[config.mk]
export PLATFORM = sky130hd
export DESIGN_NAME = integer_text_parser_top
export DESIGN_NICKNAME = d
export VERILOG_FILES = /design/src/hdl/itp_pkg.sv /design/src/hdl/itp_parse.sv /design/src/hdl/itp_result.sv /design/src/hdl/integer_text_parser_top.sv
export SDC_FILE = /design/constraint.sdc
export NUM_CORES = 2
export LEC_CHECK = 0
export BUFFER_PORTS_ARGS = -buffer_cell sky130_fd_sc_hd__buf_4
export CORE_ASPECT_RATIO = 0.7
export CORE_MARGIN = 10
export CORE_UTILIZATION = 35
export DETAILED_ROUTE_END_ITERATION = 16
export GPL_TIMING_DRIVEN = 0
export PLACE_DENSITY = 0.56
export SYNTH_ARGS = -nofsm -noshare
export SYNTH_HDL_FRONTEND = slang
export SYNTH_HIERARCHICAL = 1
export SYNTH_SLANG_ARGS = --single-unit
[constraint.sdc]
create_clock -name clk -period 20.5 [get_ports clk]
set_input_delay 2.05 -clock clk [delete_from_list [all_inputs] [get_ports clk]]
set_output_delay 2.05 -clock clk [all_outputs]
set_load 0.02 [all_outputs]
[src/hdl/itp_pkg.sv]
`timescale 1ns / 1ps
// ----------------------------------------------------------------------------
// itp_pkg
// Shared types, codes and helpers for the integer text parser.
// ----------------------------------------------------------------------------
package itp_pkg;

	localparam int unsigned MAX_TEXT_LEN_DEF = 4095;
	localparam int unsigned BASE_W           = 6;
	localparam int unsigned CNT_W            = 12;
	localparam int unsigned CNT_MAX          = 4095;
	localparam int unsigned MAX_BASE         = 36;
	localparam logic [BASE_W-1:0] BASE_RST   = 6'd10;

	typedef enum logic [0:0] {
		REG_NUMBER_BASE = 1'b0,
		REG_SIGNED_MODE = 1'b1
	} itp_reg_t;

	typedef enum logic [1:0] {
		ST_OK       = 2'd0,
		ST_NO_DIGIT = 2'd1,
		ST_RANGE    = 2'd2,
		ST_BAD_BASE = 2'd3
	} itp_status_t;

	typedef enum logic [2:0] {
		PH_SPACE  = 3'd0,
		PH_START  = 3'd1,
		PH_ZERO   = 3'd2,
		PH_HEX    = 3'd3,
		PH_DIGITS = 3'd4,
		PH_DONE   = 3'd5
	} itp_phase_t;

	// finished text, handed from the parse stage to the result stage
	typedef struct packed {
		logic [63:0]      acc;
		logic             ovf;
		logic             neg;
		logic             bad_base;
		logic             seen;
		logic [CNT_W-1:0] count;
		logic             smode;
	} itp_fin_t;

	localparam logic [7:0] DIGIT_NONE = 8'hff;

	function automatic logic [7:0] digit_of(input logic [7:0] c);
		logic [7:0] d;
		d = DIGIT_NONE;
		if (c >= 8'd48 && c <= 8'd57) begin
			d = c - 8'd48;
		end else if (c >= 8'd97 && c <= 8'd122) begin
			d = c - 8'd87;
		end else if (c >= 8'd65 && c <= 8'd90) begin
			d = c - 8'd55;
		end
		return d;
	endfunction

	function automatic logic base_bad(input logic [BASE_W-1:0] b);
		return (b == BASE_W'(1)) || (b > BASE_W'(MAX_BASE));
	endfunction

endpackage

[src/hdl/itp_parse.sv]
`timescale 1ns / 1ps
// ----------------------------------------------------------------------------
// itp_parse
// Per-character parse state update and hand-off register for finished texts.
// ----------------------------------------------------------------------------
module itp_parse #(
	parameter int unsigned MAX_TEXT_LEN = itp_pkg::MAX_TEXT_LEN_DEF
) (
	input  logic                          clk,
	input  logic                          arst_n,
	input  logic                          in_valid,
	output logic                          in_stall,
	input  logic [7:0]                    char_code,
	input  logic                          last_char,
	input  logic [itp_pkg::BASE_W-1:0]    number_base,
	input  logic                          signed_mode,
	input  logic                          take_fin,
	output itp_pkg::itp_fin_t             fin_s1,
	output logic                          fin_v_s1
);
	import itp_pkg::*;

	localparam int unsigned IDX_W = $clog2(MAX_TEXT_LEN + 2);
	localparam int unsigned CMP_W = (IDX_W > CNT_W) ? IDX_W : CNT_W;

	itp_phase_t        phase_q, phase0, nphase;
	logic [63:0]       acc_q, nacc;
	logic              ovf_q, novf;
	logic              neg_q, nneg;
	logic [BASE_W-1:0] base_q, base0, tbase;
	logic              seen_q, nseen;
	logic [IDX_W-1:0]  idx_q, nidx;
	logic [IDX_W-1:0]  end_q, nend, end_here;
	logic              first, take;
	logic [7:0]        dig;
	logic [69:0]       prod;
	logic              accept, acc_last;
	logic [CNT_W-1:0]  cnt_sat;

	assign accept   = in_valid && !in_stall;
	assign acc_last = accept && last_char;
	assign in_stall = fin_v_s1 && !take_fin;
	assign end_here = IDX_W'(idx_q + 1'b1);
	assign dig      = digit_of(char_code);
	assign prod     = 70'(acc_q) * 70'(tbase) + 70'(dig);

	always_comb begin
		first  = (idx_q == '0) && (phase_q == PH_SPACE);
		base0  = first ? number_base : base_q;
		phase0 = (first && base_bad(number_base)) ? PH_DONE : phase_q;
		nphase = phase0;
		nacc   = acc_q;
		novf   = ovf_q;
		nneg   = neg_q;
		nseen  = seen_q;
		nend   = end_q;
		tbase  = base0;
		take   = 1'b0;
		case (phase0)
			PH_SPACE, PH_START: begin
				if (phase0 == PH_SPACE &&
				    ((char_code >= 8'd9 && char_code <= 8'd13) || char_code == 8'd32)) begin
					nphase = PH_SPACE;
				end else if (phase0 == PH_SPACE &&
				             (char_code == 8'd43 || char_code == 8'd45)) begin
					nneg   = (char_code == 8'd45);
					nphase = PH_START;
				end else if ((base0 == '0 || base0 == BASE_W'(16)) && char_code == 8'd48) begin
					nend   = end_here;
					nphase = PH_ZERO;
				end else begin
					if (base0 == '0) begin
						tbase = BASE_W'(10);
					end
					take = 1'b1;
				end
			end
			PH_ZERO: begin
				if (char_code == 8'd120 || char_code == 8'd88) begin
					tbase  = BASE_W'(16);
					nphase = PH_HEX;
				end else begin
					if (base0 == '0) begin
						tbase = BASE_W'(8);
					end
					nseen = 1'b1;
					take  = 1'b1;
				end
			end
			PH_HEX, PH_DIGITS: begin
				take = 1'b1;
			end
			default: begin
				nphase = phase0;
			end
		endcase
		if (take) begin
			if (tbase < BASE_W'(2) || dig >= 8'(tbase)) begin
				nphase = PH_DONE;
			end else begin
				nseen = 1'b1;
				if (ovf_q || prod[69:64] != '0) begin
					novf = 1'b1;
					nacc = '1;
				end else begin
					nacc = prod[63:0];
				end
				nend   = end_here;
				nphase = PH_DIGITS;
			end
		end
		nidx = (idx_q < IDX_W'(MAX_TEXT_LEN)) ? IDX_W'(idx_q + 1'b1) : idx_q;
		cnt_sat = (CMP_W'(nend) > CMP_W'(CNT_MAX)) ? CNT_W'(CNT_MAX) : CNT_W'(nend);
	end

	always_ff @(posedge clk or negedge arst_n) begin
		if (!arst_n) begin
			phase_q <= PH_SPACE;
			acc_q   <= '0;
			ovf_q   <= 1'b0;
			neg_q   <= 1'b0;
			base_q  <= '0;
			seen_q  <= 1'b0;
			idx_q   <= '0;
			end_q   <= '0;
		end else if (acc_last) begin
			phase_q <= PH_SPACE;
			acc_q   <= '0;
			ovf_q   <= 1'b0;
			neg_q   <= 1'b0;
			base_q  <= '0;
			seen_q  <= 1'b0;
			idx_q   <= '0;
			end_q   <= '0;
		end else if (accept) begin
			phase_q <= nphase;
			acc_q   <= nacc;
			ovf_q   <= novf;
			neg_q   <= nneg;
			base_q  <= tbase;
			seen_q  <= nseen;
			idx_q   <= nidx;
			end_q   <= nend;
		end
	end

	always_ff @(posedge clk or negedge arst_n) begin
		if (!arst_n) begin
			fin_v_s1 <= 1'b0;
		end else if (acc_last) begin
			fin_v_s1 <= 1'b1;
		end else if (take_fin) begin
			fin_v_s1 <= 1'b0;
		end
	end

	always_ff @(posedge clk) begin
		if (acc_last) begin
			fin_s1.acc      <= nacc;
			fin_s1.ovf      <= novf;
			fin_s1.neg      <= nneg;
			fin_s1.bad_base <= base_bad(tbase);
			fin_s1.seen     <= nseen || (nphase == PH_ZERO);
			fin_s1.count    <= cnt_sat;
			fin_s1.smode    <= signed_mode;
		end
	end

endmodule

[src/hdl/itp_result.sv]
`timescale 1ns / 1ps
// ----------------------------------------------------------------------------
// itp_result
// Sign, clamp and status of a finished text, held in the output register.
// ----------------------------------------------------------------------------
module itp_result (
	input  logic                          clk,
	input  logic                          arst_n,
	input  itp_pkg::itp_fin_t             fin_s1,
	input  logic                          fin_v_s1,
	output logic                          take_fin,
	output logic                          out_valid,
	input  logic                          out_stall,
	output logic [63:0]                   parsed_value,
	output logic [1:0]                    status,
	output logic [itp_pkg::CNT_W-1:0]     consumed_count
);
	import itp_pkg::*;

	localparam logic [63:0] LIM = 64'h8000_0000_0000_0000;

	logic [63:0]      val, negv;
	itp_status_t      st;
	logic [CNT_W-1:0] cnt;

	assign take_fin = !out_valid || !out_stall;
	assign negv     = 64'd0 - fin_s1.acc;

	always_comb begin
		val = '0;
		st  = ST_OK;
		cnt = fin_s1.count;
		if (fin_s1.bad_base) begin
			st  = ST_BAD_BASE;
			cnt = '0;
		end else if (!fin_s1.seen) begin
			st  = ST_NO_DIGIT;
			cnt = '0;
		end else if (!fin_s1.smode) begin
			if (fin_s1.ovf) begin
				val = '1;
				st  = ST_RANGE;
			end else begin
				val = fin_s1.neg ? negv : fin_s1.acc;
			end
		end else if (fin_s1.ovf) begin
			val = fin_s1.neg ? LIM : ~LIM;
			st  = ST_RANGE;
		end else if (fin_s1.neg) begin
			if (fin_s1.acc[63] && fin_s1.acc[62:0] != '0) begin
				val = LIM;
				st  = ST_RANGE;
			end else begin
				val = negv;
			end
		end else if (fin_s1.acc[63]) begin
			val = ~LIM;
			st  = ST_RANGE;
		end else begin
			val = fin_s1.acc;
		end
	end

	always_ff @(posedge clk or negedge arst_n) begin
		if (!arst_n) begin
			out_valid <= 1'b0;
		end else if (take_fin) begin
			out_valid <= fin_v_s1;
		end
	end

	always_ff @(posedge clk) begin
		if (take_fin && fin_v_s1) begin
			parsed_value   <= val;
			status         <= st;
			consumed_count <= cnt;
		end
	end

endmodule

[src/hdl/integer_text_parser_top.sv]
`timescale 1ns / 1ps
// ----------------------------------------------------------------------------
// integer_text_parser_top
// Text-to-integer parser, one character per request.
// ----------------------------------------------------------------------------
// Input channel (in_valid / in_stall) carries one character per request with
// last_char marking the end of a text. Output channel (out_valid / out_stall)
// carries one result per text: parsed_value, status, consumed_count.
// A character is taken every cycle while in_stall is low; the running value
// is updated by one 64 x 6 multiply-add per character. A result passes
// through the parse hand-off register, then the output register, after the
// last character is taken. While out_stall holds a result, one more finished
// text can wait in the hand-off register; in_stall rises only when both are
// full. number_base (index 0) is sampled on the first character of a text,
// signed_mode (index 1) when the last character is taken; write them only
// while the block is idle.
// Reset clears parse state and both valid flags, and sets number_base to 10
// and signed_mode to 1.
// ----------------------------------------------------------------------------
module integer_text_parser_top #(
	parameter int unsigned MAX_TEXT_LEN = itp_pkg::MAX_TEXT_LEN_DEF
) (
	input  logic                          clk,
	input  logic                          arst_n,
	input  logic                          cfg_we,
	input  logic                          cfg_index,
	input  logic [itp_pkg::BASE_W-1:0]    cfg_data,
	input  logic                          in_valid,
	output logic                          in_stall,
	input  logic [7:0]                    char_code,
	input  logic                          last_char,
	output logic                          out_valid,
	input  logic                          out_stall,
	output logic [63:0]                   parsed_value,
	output logic [1:0]                    status,
	output logic [itp_pkg::CNT_W-1:0]     consumed_count
);
	import itp_pkg::*;

	logic [BASE_W-1:0] base_q;
	logic              smode_q;
	itp_fin_t          fin_s1;
	logic              fin_v_s1;
	logic              take_fin;

	always_ff @(posedge clk or negedge arst_n) begin
		if (!arst_n) begin
			base_q  <= BASE_RST;
			smode_q <= 1'b1;
		end else if (cfg_we) begin
			case (cfg_index)
				REG_NUMBER_BASE: base_q  <= cfg_data;
				REG_SIGNED_MODE: smode_q <= cfg_data[0];
				default:         base_q  <= base_q;
			endcase
		end
	end

	itp_parse #(
		.MAX_TEXT_LEN(MAX_TEXT_LEN)
	) u_parse (
		.clk         (clk),
		.arst_n      (arst_n),
		.in_valid    (in_valid),
		.in_stall    (in_stall),
		.char_code   (char_code),
		.last_char   (last_char),
		.number_base (base_q),
		.signed_mode (smode_q),
		.take_fin    (take_fin),
		.fin_s1      (fin_s1),
		.fin_v_s1    (fin_v_s1)
	);

	itp_result u_result (
		.clk            (clk),
		.arst_n         (arst_n),
		.fin_s1         (fin_s1),
		.fin_v_s1       (fin_v_s1),
		.take_fin       (take_fin),
		.out_valid      (out_valid),
		.out_stall      (out_stall),
		.parsed_value   (parsed_value),
		.status         (status),
		.consumed_count (consumed_count)
	);

endmodule

==> impl_results.md <==
- Initial Util: 35.3%
- Layout cells sized above 1: 7.62%
- R2r setup slk: 8.25 ns
- Buffers on Ports: 99
- Measured slew at the worst slew-check pin: 1.29 ns
- H-tree level count: 1
- Critical path capture point type: flip-flop
- Worst Setup Start Kind: input pin
- P&R area growth vs syn: 10.8%
- Setup TNS: 0 ns
- RD Place Congestion: 0.987
- Post-synthesis cell count: 3,009
- Reg area: 7560 µm²
- DIE AREA: 91,500 µm²
- Quantity of gates resized following cts: 0
- Status: completed
- Via count: 24,100
- Slew margin rel.: 13.6%
- Vias per std cell: 5.70
- Cell row count: 86
- Initial antenna violation count: 9
- Fin util: 39.2%
- Num CTS Buffers: 28
- Clock transition at path regs: 0.06 ns
- Final min period: 12.89 ns
- Min-delay worst type: flip-flop to flip-flop
- Pin count of the biggest net entering global routing: 89
- Crit-path max FO: 11
- Max rail drop VDD: 0.0626 mV
- DRT Pass-1 Iters: 9
- Crit Path Class: input pin to flip-flop
- FF+latch count, synth: 270
- Worst path required time: 20.70 ns
- Unrepaired setup endpoints after global routing: false
- Hold path start: u_parse/end_q[8]$_DFFE_PN0P_
- Gr usage total: 21.2%
- Clk sinks: 270
- CTS tree: done
- Vias in the first global route: 22,900
- First-pass GRT wire length: 150 mm
- Slew Limit Fails: 0
- Die W: 357 µm
- Area of the multi-input gates: 18,900 µm²
- Max Clock Skew: 0.0167 ns
- Die height: 256 µm
- Mean routed wirelength per cell: 23.7 µm
- Final setup viols: 0
- Final HPWL DP: 80.8 mm
- Final wirelength: 99.9 mm
- Ys Warns: 6
- Root Buffer: clkbuf_16
- Max clock buf depth: 3
- Drt initial violations: 2,623
- CP max stage cell: a211oi_1
- Synth Flop Type: edfxtp_1
- Drt drc: 0
- Netlist cell types: 93
- Cell area after synthesis: 27,900 µm²
- Clk_lat worst skew: 0.58 ns
- Final #Nets: 3,579
- Total grt overflow: 0
- Ys async rst share: 41.1%
- Antenna viol nets, final: 0
- Post-CTS Hold Fix Bufs: 0
- Max stage delay on crit path: 1.09 ns
- Core ar.: 78,900 µm²
- Worst EP arrival: 13.09 ns
- Pwr Density: 56.8 nW/µm²
- # IOs: 101
- Hold Vio Cnt, Final: 0
- Syn_nets: 3,447
- Max Cap Viol: 0
- Worst r2r src: u_parse/idx_q[0]$_DFFE_PN0P_
- Mean Syn Cell Area: 9.26 µm²
- EDFF count, synth: 159
- Leakage: 13.7 nW
- Sequential-to-total area share from yosys stat: 27.1%
- Fmax: 77.6 MHz
- Fill cells: 8,012
- CP Launch Point: char_code[0]
- Post-CTS Setup Bufs: 0
- Fin crit share: 62.9%
==> critical path, delay by kind of cell <==
family          cells  cell delay [ns]
fa+ha+maj           6             2.73
compound gates     12             3.87
buf+inv             9             2.68
simple gates        7             1.72
==> area by class of cell <==
class | instances | share of cell area [%]
Multi-Input combinational cell | 2387 | 61.3
Sequential cell | 270 | 24.5
Tap cell | 1056 | 4.28
Timing Repair Buffer | 102 | 2.69
Clock buffer | 44 | 2.56
Buffer | 174 | 2.33
Inverter | 178 | 2.16
Clock inverter | 8 | 0.162
Antenna cell | 4 | 0.0324
==> metrics by stage <==
stage | cells | total power, mW | hold slack, ns | instance area, µm² | setup WS [ns]
global placement | 4164 | 1.26 | 0.462 | 29900 | 7.48
finish | 4223 | 1.75 | 0.490 | 30900 | 7.61
detailed placement | 4167 | 1.26 | 0.476 | 30000 | 7.56
CTS | 4219 | 1.74 | 0.495 | 30900 | 8.11
global route | 4219 | 1.82 | 0.516 | 30900 | 7.22
floorplan | 3009 | 0.948 | 0.450 | 27900 | 11.26
==> final timing paths <==
kind,to,cells past startpoint
min,u_parse/end_q[8]$_DFFE_PN0P_,1
min in group asynchronous,u_parse/base_q[2]$_DFFE_PN0P_,1
max reg2reg,u_parse/fin_s1[76]$_DFFE_PP_,33
min reg2reg,u_parse/end_q[8]$_DFFE_PN0P_,1
max,u_parse/fin_s1[76]$_DFFE_PP_,34
max in group asynchronous,u_parse/acc_q[57]$_DFFE_PN0P_,2
==> flip-flops by register name, indices dropped and copies added, names as in the netlist <==
name,cells
u_parse/fin_v_s1,1
smode_q,1
u_parse/base_q,6
u_parse/end_q,13
u_result/status,2
u_parse/ovf_q,1
u_parse/neg_q,1
u_result/consumed_count,12
u_parse/seen_q,1
u_result/out_valid,1
u_result/parsed_value,64
u_parse/acc_q,64
base_q,6
u_parse/idx_q,13
u_parse/phase_q,3
u_parse/fin_s1,81
==> cell usage after synthesis, types with 15 or more instances <==
| library cell | instances | share of area, % |
|---|---|---|
| o21ai_0 | 93 | 1.7 |
| nor2_1 | 208 | 2.8 |
| inv_1 | 175 | 2.4 |
| ha_1 | 163 | 7.3 |
| and2_1 | 331 | 7.4 |
| mux2i_1 | 15 | 0.54 |
| and4_1 | 16 | 0.50 |
| nor4_1 | 22 | 0.49 |
| xor2_1 | 63 | 2.0 |
| a211o_1 | 17 | 0.53 |
| xnor2_1 | 53 | 1.7 |
| o21a_1 | 18 | 0.48 |
| o31ai_1 | 16 | 0.43 |
| o21ai_1 | 62 | 1.1 |
| nand4_1 | 30 | 0.67 |
| o22ai_1 | 18 | 0.40 |
| nor3_1 | 58 | 1.0 |
| buf_2 | 35 | 0.63 |
| fa_1 | 254 | 18 |
| nand3_1 | 50 | 0.90 |
| a21o_1 | 33 | 0.89 |
| clkbuf_1 | 128 | 1.7 |
| and3_1 | 25 | 0.56 |
| a221oi_1 | 16 | 0.50 |
| a21oi_1 | 172 | 3.1 |
| edfxtp_1 | 159 | 17 |
| nand2_1 | 250 | 3.4 |
| a31oi_1 | 137 | 3.1 |
| nand2b_1 | 24 | 0.54 |
| or3_1 | 30 | 0.67 |
| dfrtp_1 | 108 | 9.7 |
| a211oi_1 | 15 | 0.40 |
| o211ai_1 | 15 | 0.40 |
==> layer usage <==
layer | vias up | global-route usage [%] | wire [µm]
met2 | 1177 | 27.8 | 38300
met1 | 11900 | 32.6 | 46700
li1 | 10900 | - | -
met4 | 6 | 3.89 | 1930
met3 | 124 | 7.61 | 13000
met5 | - | 0 | 48
==> report_power, final <==
group	internal, mW	leakage, nW	switching, mW
clock network	0.265	0.403	0.221
registers	0.619	3.05	0.0370
logic	0.132	10.3	0.479
==> cells by family after synthesis <==
kind of cell | Yosys count | synth area share, %
fa+ha+maj | 417 | 25.6
flops | 270 | 27.1
simple gates | 1115 | 21.4
buf+inv | 352 | 4.96
compound gates | 713 | 16.3
xor+xnor | 116 | 3.64
mux | 26 | 1.06
==> cells in the final DEF (no fill, tap or decap), drive strengths merged, types with 9 or more instances in the layout <==
cell,instances
dfrtp,108
or3,30
nor2b,13
or2,11
o2bb2ai,9
a211o,17
a21o,33
xor2,63
o31ai,17
and4,16
buf,148
o21bai,12
nand2b,24
nand3,51
a221oi,19
nand4,33
xnor2,53
mux2i,15
fa,254
nand2,250
nor4,27
nor2,211
ha,163
or4,14
nor3,63
o211ai,15
a31oi,137
a22o,12
and2,331
a21boi,9
a21oi,174
o21ai,155
and3,26
a211oi,15
inv,179
o21a,18
clkbuf,172
edfxtp,159
mux2,11
o22ai,18
No activity file was read; power rests on OpenSTA's default activity.
